### src/hdl/sbpd_pkg.sv
// ----------------------------------------------------------------------------
// sbpd_pkg
// Shared widths, reset values, register codes and types of the spectral band
// peak detector.
// ----------------------------------------------------------------------------
`default_nettype none

package sbpd_pkg;

    localparam int FRAME_BINS = 1024;
    localparam int COUNT_BITS = 32;

    localparam int IDX_W   = $clog2(FRAME_BINS);
    localparam int PWR_W   = 16;
    localparam int HOUR_W  = 5;
    localparam int OUT_CNT_W = 32;

    localparam int BSTART_W = 10;
    localparam int BLEN_W   = 7;
    localparam int SCAN_W   = 11;

    localparam int CFG_IDX_W  = 3;
    localparam int CFG_DATA_W = 11;

    // wide enough for bin index, band end and scan count without overflow
    localparam int CMP_W = ((IDX_W > SCAN_W) ? IDX_W : SCAN_W) + 1;

    localparam logic [IDX_W-1:0] IDX_LAST = IDX_W'(FRAME_BINS - 1);
    localparam logic signed [PWR_W-1:0] PWR_MIN = {1'b1, {(PWR_W-1){1'b0}}};

    localparam logic [BSTART_W-1:0] BAND_START_RST  = BSTART_W'(140);
    localparam logic [BLEN_W-1:0]   BAND_LEN_RST    = BLEN_W'(6);
    localparam logic [SCAN_W-1:0]   SCAN_COUNT_RST  = SCAN_W'(499);
    localparam logic [HOUR_W-1:0]   NIGHT_FROM_RST  = HOUR_W'(23);
    localparam logic [HOUR_W-1:0]   NIGHT_UNTIL_RST = HOUR_W'(11);

    typedef enum logic [CFG_IDX_W-1:0] {
        CFG_BAND_START  = 3'd0,
        CFG_BAND_LEN    = 3'd1,
        CFG_SCAN_COUNT  = 3'd2,
        CFG_NIGHT_FROM  = 3'd3,
        CFG_NIGHT_UNTIL = 3'd4
    } t_cfg_idx;

    typedef struct packed {
        logic [BSTART_W-1:0] band_start;
        logic [BLEN_W-1:0]   band_len;
        logic [SCAN_W-1:0]   scan_count;
        logic [HOUR_W-1:0]   night_from;
        logic [HOUR_W-1:0]   night_until;
    } t_cfg;

    typedef struct packed {
        logic signed [PWR_W-1:0] band_peak;
        logic                    is_peak_event;
    } t_frame_res;

    typedef struct packed {
        logic [COUNT_BITS-1:0] night_total;
        logic [COUNT_BITS-1:0] night_peaks;
        logic [COUNT_BITS-1:0] day_total;
        logic [COUNT_BITS-1:0] day_peaks;
    } t_counts;

    typedef struct packed {
        logic                  go;
        logic                  night;
        logic                  event_hit;
    } t_cnt_upd;

endpackage

`default_nettype wire

### src/hdl/sbpd_if.sv
// ----------------------------------------------------------------------------
// sbpd_in_if / sbpd_out_if
// Valid/ready channels carrying bin items in and frame results out.
// ----------------------------------------------------------------------------
`default_nettype none

interface sbpd_in_if import sbpd_pkg::*; ();
    logic                     valid;
    logic                     ready;
    logic signed [PWR_W-1:0]  bin_power;
    logic [HOUR_W-1:0]        frame_hour;
    logic                     last_bin;

    modport source (output valid, bin_power, frame_hour, last_bin, input ready);
    modport sink   (input valid, bin_power, frame_hour, last_bin, output ready);
endinterface

interface sbpd_out_if import sbpd_pkg::*; ();
    logic                     valid;
    logic                     ready;
    logic signed [PWR_W-1:0]  band_peak;
    logic                     is_peak_event;
    logic                     is_night;
    logic [OUT_CNT_W-1:0]     night_total;
    logic [OUT_CNT_W-1:0]     night_peaks;
    logic [OUT_CNT_W-1:0]     day_total;
    logic [OUT_CNT_W-1:0]     day_peaks;

    modport source (output valid, band_peak, is_peak_event, is_night, night_total,
                    night_peaks, day_total, day_peaks, input ready);
    modport sink   (input valid, band_peak, is_peak_event, is_night, night_total,
                    night_peaks, day_total, day_peaks, output ready);
endinterface

`default_nettype wire

### src/hdl/sbpd_cfg_regs.sv
// ----------------------------------------------------------------------------
// sbpd_cfg_regs
// Configuration register file, write only.
// ----------------------------------------------------------------------------
`default_nettype none

module sbpd_cfg_regs import sbpd_pkg::*; (
    input  wire logic                  i_clk,
    input  wire logic                  i_rst_n,
    input  wire logic                  i_cfg_we,
    input  wire logic [CFG_IDX_W-1:0]  i_cfg_idx,
    input  wire logic [CFG_DATA_W-1:0] i_cfg_data,
    output t_cfg                       o_cfg
);

    t_cfg r_cfg;

    always_ff @(posedge i_clk) begin
        if (!i_rst_n) begin
            r_cfg.band_start  <= BAND_START_RST;
            r_cfg.band_len    <= BAND_LEN_RST;
            r_cfg.scan_count  <= SCAN_COUNT_RST;
            r_cfg.night_from  <= NIGHT_FROM_RST;
            r_cfg.night_until <= NIGHT_UNTIL_RST;
        end else if (i_cfg_we) begin
            unique case (t_cfg_idx'(i_cfg_idx))
                CFG_BAND_START:  r_cfg.band_start  <= i_cfg_data[BSTART_W-1:0];
                CFG_BAND_LEN:    r_cfg.band_len    <= i_cfg_data[BLEN_W-1:0];
                CFG_SCAN_COUNT:  r_cfg.scan_count  <= i_cfg_data[SCAN_W-1:0];
                CFG_NIGHT_FROM:  r_cfg.night_from  <= i_cfg_data[HOUR_W-1:0];
                CFG_NIGHT_UNTIL: r_cfg.night_until <= i_cfg_data[HOUR_W-1:0];
                default: ;
            endcase
        end
    end

    assign o_cfg = r_cfg;

endmodule

`default_nettype wire

### src/hdl/sbpd_band_scan.sv
// ----------------------------------------------------------------------------
// sbpd_band_scan
// Bin index and the band and scan running maxima of the current frame.
// ----------------------------------------------------------------------------
`default_nettype none

module sbpd_band_scan import sbpd_pkg::*; (
    input  wire logic                    i_clk,
    input  wire logic                    i_rst_n,
    input  wire t_cfg                    i_cfg,
    input  wire logic                    i_step,
    input  wire logic signed [PWR_W-1:0] i_power,
    input  wire logic                    i_last,
    output t_frame_res                   o_res
);

    logic [IDX_W-1:0]        r_bin_index;
    logic signed [PWR_W-1:0] r_band_max;
    logic signed [PWR_W-1:0] r_scan_max;

    logic [IDX_W-1:0]        n_bin_index;
    logic signed [PWR_W-1:0] n_band_max;
    logic signed [PWR_W-1:0] n_scan_max;

    logic [CMP_W-1:0] idx_x;
    logic [CMP_W-1:0] band_end;
    logic             in_band;
    logic             in_scan;

    always_comb begin
        idx_x    = CMP_W'(r_bin_index);
        band_end = CMP_W'(i_cfg.band_start) + CMP_W'(i_cfg.band_len);
        in_band  = (idx_x >= CMP_W'(i_cfg.band_start)) && (idx_x < band_end);
        in_scan  = idx_x < CMP_W'(i_cfg.scan_count);

        n_band_max  = (in_band && (i_power > r_band_max)) ? i_power : r_band_max;
        n_scan_max  = (in_scan && (i_power > r_scan_max)) ? i_power : r_scan_max;
        n_bin_index = (r_bin_index == IDX_LAST) ? r_bin_index : r_bin_index + 1'b1;

        o_res.band_peak     = n_band_max;
        o_res.is_peak_event = n_band_max >= n_scan_max;
    end

    always_ff @(posedge i_clk) begin
        if (!i_rst_n) begin
            r_bin_index <= '0;
            r_band_max  <= PWR_MIN;
            r_scan_max  <= PWR_MIN;
        end else if (i_step) begin
            if (i_last) begin
                r_bin_index <= '0;
                r_band_max  <= PWR_MIN;
                r_scan_max  <= PWR_MIN;
            end else begin
                r_bin_index <= n_bin_index;
                r_band_max  <= n_band_max;
                r_scan_max  <= n_scan_max;
            end
        end
    end

endmodule

`default_nettype wire

### src/hdl/sbpd_class_count.sv
// ----------------------------------------------------------------------------
// sbpd_class_count
// Saturating night/day frame and peak-event counters.
// ----------------------------------------------------------------------------
`default_nettype none

module sbpd_class_count import sbpd_pkg::*; (
    input  wire logic     i_clk,
    input  wire logic     i_rst_n,
    input  wire t_cnt_upd i_upd,
    output t_counts       o_next
);

    t_counts r_cnt;
    t_counts n_cnt;

    function automatic logic [COUNT_BITS-1:0] sat_inc(input logic [COUNT_BITS-1:0] v);
        return (v == '1) ? v : v + 1'b1;
    endfunction

    always_comb begin
        n_cnt = r_cnt;
        if (i_upd.night) begin
            n_cnt.night_total = sat_inc(r_cnt.night_total);
            if (i_upd.event_hit) begin
                n_cnt.night_peaks = sat_inc(r_cnt.night_peaks);
            end
        end else begin
            n_cnt.day_total = sat_inc(r_cnt.day_total);
            if (i_upd.event_hit) begin
                n_cnt.day_peaks = sat_inc(r_cnt.day_peaks);
            end
        end
    end

    always_ff @(posedge i_clk) begin
        if (!i_rst_n) begin
            r_cnt <= '0;
        end else if (i_upd.go) begin
            r_cnt <= n_cnt;
        end
    end

    assign o_next = n_cnt;

endmodule

`default_nettype wire

### src/hdl/spectral_band_peak_detector.sv
// ----------------------------------------------------------------------------
// spectral_band_peak_detector
// Per-frame band peak detection with night/day event statistics.
// ----------------------------------------------------------------------------
// Takes one spectrum bin per cycle. A bin item is registered on accept and
// folded into the band and scan maxima as it leaves that register; the last
// bin of a frame loads the result register, so each result passes through the
// input register and the result register. Sustained rate is one bin per
// clock, set by the single compare/update step of the maxima; the input side
// keeps flowing while a result waits, and stalls only when a last bin meets a
// full result register. Counters saturate and are never cleared except by
// reset. Write configuration only while no frame is in progress.
// ----------------------------------------------------------------------------
`default_nettype none

module spectral_band_peak_detector import sbpd_pkg::*; (
    input  wire logic                  i_clk,
    input  wire logic                  i_rst_n,
    input  wire logic                  i_cfg_we,
    input  wire logic [CFG_IDX_W-1:0]  i_cfg_idx,
    input  wire logic [CFG_DATA_W-1:0] i_cfg_data,
    sbpd_in_if.sink                    i_bin,
    sbpd_out_if.source                 o_res
);

    typedef struct packed {
        t_frame_res frame;
        logic       is_night;
        t_counts    counts;
    } t_result;

    t_cfg       cfg;
    t_frame_res frame_res;
    t_counts    cnt_next;
    t_cnt_upd   cnt_upd;

    logic                    r_s1_valid;
    logic signed [PWR_W-1:0] r_s1_power;
    logic [HOUR_W-1:0]       r_s1_hour;
    logic                    r_s1_last;

    logic    r_out_valid;
    t_result r_out;

    logic out_free;
    logic s1_go;
    logic night;

    sbpd_cfg_regs u_cfg (
        .i_clk      (i_clk),
        .i_rst_n    (i_rst_n),
        .i_cfg_we   (i_cfg_we),
        .i_cfg_idx  (i_cfg_idx),
        .i_cfg_data (i_cfg_data),
        .o_cfg      (cfg)
    );

    assign out_free    = !r_out_valid || o_res.ready;
    assign s1_go       = r_s1_valid && (!r_s1_last || out_free);
    assign i_bin.ready = !r_s1_valid || s1_go;

    always_ff @(posedge i_clk) begin
        if (!i_rst_n) begin
            r_s1_valid <= 1'b0;
        end else if (i_bin.ready) begin
            r_s1_valid <= i_bin.valid;
        end
    end

    always_ff @(posedge i_clk) begin
        if (i_bin.ready && i_bin.valid) begin
            r_s1_power <= i_bin.bin_power;
            r_s1_hour  <= i_bin.frame_hour;
            r_s1_last  <= i_bin.last_bin;
        end
    end

    sbpd_band_scan u_scan (
        .i_clk   (i_clk),
        .i_rst_n (i_rst_n),
        .i_cfg   (cfg),
        .i_step  (s1_go),
        .i_power (r_s1_power),
        .i_last  (r_s1_last),
        .o_res   (frame_res)
    );

    assign night = (r_s1_hour >= cfg.night_from) || (r_s1_hour < cfg.night_until);

    assign cnt_upd.go        = s1_go && r_s1_last;
    assign cnt_upd.night     = night;
    assign cnt_upd.event_hit = frame_res.is_peak_event;

    sbpd_class_count u_count (
        .i_clk   (i_clk),
        .i_rst_n (i_rst_n),
        .i_upd   (cnt_upd),
        .o_next  (cnt_next)
    );

    always_ff @(posedge i_clk) begin
        if (!i_rst_n) begin
            r_out_valid <= 1'b0;
        end else if (s1_go && r_s1_last) begin
            r_out_valid <= 1'b1;
        end else if (o_res.ready) begin
            r_out_valid <= 1'b0;
        end
    end

    always_ff @(posedge i_clk) begin
        if (s1_go && r_s1_last) begin
            r_out.frame    <= frame_res;
            r_out.is_night <= night;
            r_out.counts   <= cnt_next;
        end
    end

    assign o_res.valid         = r_out_valid;
    assign o_res.band_peak     = r_out.frame.band_peak;
    assign o_res.is_peak_event = r_out.frame.is_peak_event;
    assign o_res.is_night      = r_out.is_night;
    assign o_res.night_total   = OUT_CNT_W'(r_out.counts.night_total);
    assign o_res.night_peaks   = OUT_CNT_W'(r_out.counts.night_peaks);
    assign o_res.day_total     = OUT_CNT_W'(r_out.counts.day_total);
    assign o_res.day_peaks     = OUT_CNT_W'(r_out.counts.day_peaks);

endmodule

`default_nettype wire

### src/flat_wrapper.sv
// flat-port wrapper written by rule: the top's interface ports become plain ports
module spectral_band_peak_detector_flat import sbpd_pkg::*;
  (i_clk, i_rst_n, i_cfg_we, i_cfg_idx, i_cfg_data, i_bin_valid, i_bin_bin_power, i_bin_frame_hour, i_bin_last_bin, i_bin_ready, o_res_valid, o_res_band_peak, o_res_is_peak_event, o_res_is_night, o_res_night_total, o_res_night_peaks, o_res_day_total, o_res_day_peaks, o_res_ready);
  sbpd_in_if i_bin_i ();
  sbpd_out_if o_res_i ();
  input  wire logic i_clk;
  input  wire logic i_rst_n;
  input  wire logic i_cfg_we;
  input  wire logic [CFG_IDX_W-1:0] i_cfg_idx;
  input  wire logic [CFG_DATA_W-1:0] i_cfg_data;
  input wire logic [$bits(i_bin_i.valid)-1:0] i_bin_valid;
  input wire logic [$bits(i_bin_i.bin_power)-1:0] i_bin_bin_power;
  input wire logic [$bits(i_bin_i.frame_hour)-1:0] i_bin_frame_hour;
  input wire logic [$bits(i_bin_i.last_bin)-1:0] i_bin_last_bin;
  output wire logic [$bits(i_bin_i.ready)-1:0] i_bin_ready;
  output wire logic [$bits(o_res_i.valid)-1:0] o_res_valid;
  output wire logic [$bits(o_res_i.band_peak)-1:0] o_res_band_peak;
  output wire logic [$bits(o_res_i.is_peak_event)-1:0] o_res_is_peak_event;
  output wire logic [$bits(o_res_i.is_night)-1:0] o_res_is_night;
  output wire logic [$bits(o_res_i.night_total)-1:0] o_res_night_total;
  output wire logic [$bits(o_res_i.night_peaks)-1:0] o_res_night_peaks;
  output wire logic [$bits(o_res_i.day_total)-1:0] o_res_day_total;
  output wire logic [$bits(o_res_i.day_peaks)-1:0] o_res_day_peaks;
  input wire logic [$bits(o_res_i.ready)-1:0] o_res_ready;
  assign i_bin_i.valid = i_bin_valid;
  assign i_bin_i.bin_power = i_bin_bin_power;
  assign i_bin_i.frame_hour = i_bin_frame_hour;
  assign i_bin_i.last_bin = i_bin_last_bin;
  assign i_bin_ready = i_bin_i.ready;
  assign o_res_valid = o_res_i.valid;
  assign o_res_band_peak = o_res_i.band_peak;
  assign o_res_is_peak_event = o_res_i.is_peak_event;
  assign o_res_is_night = o_res_i.is_night;
  assign o_res_night_total = o_res_i.night_total;
  assign o_res_night_peaks = o_res_i.night_peaks;
  assign o_res_day_total = o_res_i.day_total;
  assign o_res_day_peaks = o_res_i.day_peaks;
  assign o_res_i.ready = o_res_ready;
  spectral_band_peak_detector u_core (.i_clk(i_clk), .i_rst_n(i_rst_n), .i_cfg_we(i_cfg_we), .i_cfg_idx(i_cfg_idx), .i_cfg_data(i_cfg_data), .i_bin(i_bin_i), .o_res(o_res_i));
endmodule
### config.mk
export PLATFORM = sky130hd
export DESIGN_NAME = spectral_band_peak_detector_flat
export DESIGN_NICKNAME = d
export VERILOG_FILES = /design/src/hdl/sbpd_pkg.sv /design/src/hdl/sbpd_if.sv /design/src/hdl/sbpd_cfg_regs.sv /design/src/hdl/sbpd_band_scan.sv /design/src/hdl/sbpd_class_count.sv /design/src/hdl/spectral_band_peak_detector.sv /design/src/flat_wrapper.sv
export SDC_FILE = /design/constraint.sdc
export NUM_CORES = 1
export LEC_CHECK = 0
export ABC_AREA = 1
export BUFFER_PORTS_ARGS = -buffer_cell sky130_fd_sc_hd__buf_2
export CAP_MARGIN = 20
export CORE_MARGIN = 10
export CORE_UTILIZATION = 60
export DETAILED_ROUTE_END_ITERATION = 8
export PLACE_DENSITY = 0.92
export SLEW_MARGIN = 10
export SYNTH_ARGS = -nofsm -noshare
export SYNTH_HDL_FRONTEND = slang
export SYNTH_SLANG_ARGS = --single-unit
### constraint.sdc
create_clock -name i_clk -period 5.7 [get_ports i_clk]
set_input_delay 1.14 -clock i_clk [delete_from_list [all_inputs] [get_ports i_clk]]
set_output_delay 1.14 -clock i_clk [all_outputs]
set_load 0.01 [all_outputs]
==> results.py <==
metrics = {
    "hold_path": {
        "min-delay-start": "u_core.u_cfg.o_cfg[10]",
        "hold_class": "register to register",
    },
    "floorplanning": {
        "dieArea_um2": 40710,
        "ios": 189,
        "start_util_pct": 60.93,
        "fp.dieH_um": 201.8,
        "rows": 66,
        "core_um2": 32540,
        "die_w_um": 201.8,
    },
    "clocking": {
        "cts_root_buf": "clkbuf_16",
        "htreeDepth": 2,
        "clkTransAtPathRegs_ps": 60,
        "worstSkewPairLatency_ps": 550,
        "cts_tree": "built",
        "ctsLongestPathBuffers": 3,
        "postCtsHoldBufs": 0,
        "numCtsBuffers": 41,
        "cts_sinks": 378,
    },
    "sta": {
        "layout_min_cycle_time_ps": 5376,
        "fin_crit_sh_pct": 94.31,
        "hold_violations": 0,
        "setup_viol": 0,
        "clock_skew_ps": 26.50,
        "tightest_slew_ps": 931.4,
        "slew-limit-headroom_pct": 37.81,
        "tns_ps": 0,
        "timing.final.max_slew_violations": 0,
        "fmax_mhz": 186.0,
    },
    "detailed_routing": {
        "final_antenna_net_count": 0,
        "drc": 0,
        "dr.pass1.iters": 6,
        "vias_per_cell": 5.731,
        "initialDrtViolationCount": 1782,
        "wl_per_cell_um": 16.99,
        "routed_wl_um": 52960,
        "via_count": 17865,
    },
    "synthesis": {
        "yosysSeqAreaShare_pct": 46.66,
        "yosysTopAreaCellShare_pct": 25.45,
        "ys_top_cells_by_area": "edfxtp_1 (25%), dfxtp_1 (21%), nand2_1 (12%)",
        "synth-simple-area-share_pct": 27.64,
        "yosys_register_bits": 378,
        "yosys.cell_count.top_type": "nand2_1",
        "yosys_warnings": 0,
        "syn_area_um2": 19820,
        "async_flop_share_pct": 0,
        "synth_compound_area_share_pct": 9.077,
        "synthAdderAreaFrac_pct": 6.224,
        "synth_edf_count": 168,
        "synthTopCellsByCount": "nand2_1 (628), inv_1 (278), dfxtp_1 (210)",
        "synth_mux_area_share_pct": 0,
        "ys_types": 51,
        "postSynthAreaPerCell_um2": 8.048,
        "synth_top_family_by_area": "simple AND/OR/NAND/NOR gates",
        "ys.flop_type": "dfxtp_1",
        "synthCells": 2463,
        "yosysTopAreaCell": "edfxtp_1",
        "mappedNetlistNets": 2602,
        "synthXorXnorAreaFrac_pct": 2.910,
    },
    "pwr": {
        "power_density_nw_per_um2": 279.7,
        "peakVddDrop_v": 0.0002792,
        "leakage_nw": 9.694,
        "power_mw": 6.352,
    },
    "layout": {
        "nFillCells": 2476,
        "syn_to_final_growth_pct": 14.57,
        "n_antenna_cell": 0,
        "instances_no_fill": 3117,
        "nets": 2781,
        "final_layout_size_suffix_gt1_share_pct": 13.01,
        "regArea_um2": 9249,
        "multiInputGateArea_um2": 9179,
    },
    "critical_path": {
        "worstSetupEndpointType": "register",
        "critPathArrivalTime_ps": 5670,
        "crit_path_frequent_cell": "nand2_1",
        "r2r_slack_ps": 320,
        "slowest_stage": "nor4_4",
        "crit_fanout": 17,
        "crit_type": "register to register",
        "worst_r2r_startpoint": "u_core.u_cfg.o_cfg[29]",
        "cp-startpoint": "u_core.u_cfg.o_cfg[29]",
        "cp.required_ps": 5990,
        "critPathLaunchType": "register",
        "max_stage_delay_ps": 390,
    },
    "run_status": {
        "outcome": "finished clean",
    },
    "global_routing": {
        "antenna_found_initial": 1,
        "grt_max_degree": 121,
        "grt_first_pass_wirelength_um": 84010,
        "grt_pass1_vias": 17222,
        "overflow": 0,
        "gr-usage-all-layers_pct": 24.50,
    },
    "placed_design": {
        "dp_hpwl_um": 36190,
        "io_buffers": 188,
        "finalWeightedCongestion": 0.9392,
        "placedCellCount": 3030,
    },
    "job": {
        "cap_violations": 0,
    },
}
[metrics by stage]
stage	hold slack, ps	utilization, %	setup slack (ps)	cell area [um2]
6_report	461.4	69.80	324.1	22710
3_3_place_gp	445.2	64.78	327.4	21080
2_1_floorplan	429.2	-	755.0	19820
4_1_cts	460.4	69.24	121.7	22530
5_1_grt	487.0	69.80	-46.51	22710
3_5_place_dp	445.1	64.81	175.0	21090
[layout make-up]
type | instances | area share [%]
clock buffers | 49 | 4.694
flip-flops and latches | 378 | 40.72
multi-input cells | 1714 | 40.41
well taps | 442 | 2.435
repair buffers | 216 | 5.245
clock inverters | 27 | 1.647
inverters | 291 | 4.842
[layout by cell type (no fill, tap or decap), types with 92 or more instances in the layout]
cell type  synthesis  routed
nand3_1          173     171
ha_1              97      95
nand4_1           92      92
edfxtp_1         168     168
buf_2             24     188
inv_1            278     277
a21oi_1           98      97
nor2_1           163     162
nand2_1          628     625
dfxtp_1          210     210
o21ai_0          154     153
[worst max-delay path: cells and delay by family (launching register included)]
kind	cells	cell delay [ps]
simple gates	21	2580
compound gates	5	640
buf+inv	4	660
flops	1	340
fa+ha+maj	3	890
[routing by layer]
layer | GRT usage (%) | vias to the layer above | share of wire, %
met5 | 0 | - | 0.025
met4 | 9.315 | 2 | 3.3
met1 | 29.34 | 8254 | 39
met3 | 4.032 | 142 | 8.4
met2 | 43.19 | 878 | 49
li1 | - | 8589 | -
[power by group]
group          total [mW]  switching (mW)  internal, mW
Clock                2.84            1.12          1.72
Combinational       0.615           0.441         0.175
Sequential           2.90          0.0281          2.87
Total                6.35            1.59          4.76
[state kept, by name, summed over array words and instances, names as in the netlist]
register and count:
u_core.o_res.valid 1, u_core.u_count.r_cnt 128, u_core.o_res.night_total 32, u_core.u_cfg.o_cfg 38, u_core.o_res.is_night 1, u_core.u_scan.r_band_max 16, u_core.r_s1_hour 5, u_core.r_s1_last 1
u_core.o_res.band_peak 16, u_core.o_res.day_peaks 32, u_core.o_res.day_total 32, u_core.o_res.is_peak_event 1, u_core.u_scan.r_bin_index 10, u_core.r_s1_valid 1, u_core.o_res.night_peaks 32, u_core.u_scan.r_scan_max 16
u_core.r_s1_power 16
[repair_timing]
action	in CTS	in global routing
buffers inserted	0	7
setup endpoints to repair	0	123
resized for setup	0	11
[path summary, 6_finish.rpt]
check | cells after the start | to
worst max-delay path | 33 | u_core.o_res.day_peaks[5]
worst min-delay path | 2 | u_core.u_cfg.o_cfg[10]
worst max register to register | 33 | u_core.o_res.day_peaks[5]
worst min register to register | 2 | u_core.u_cfg.o_cfg[10]
[cells by family (layout without fill, tap and decap cells)]
family / after synthesis / after routing
DFF: 378 / 378
AOI/OAI and AO/OA: 339 / 339
and+or+nand+nor: 1210 / 1212
adders and majority gates: 98 / 98
xor gates and xnor gates: 65 / 65
buffers and inverters: 373 / 583
Power figures use the tool's default switching activity.
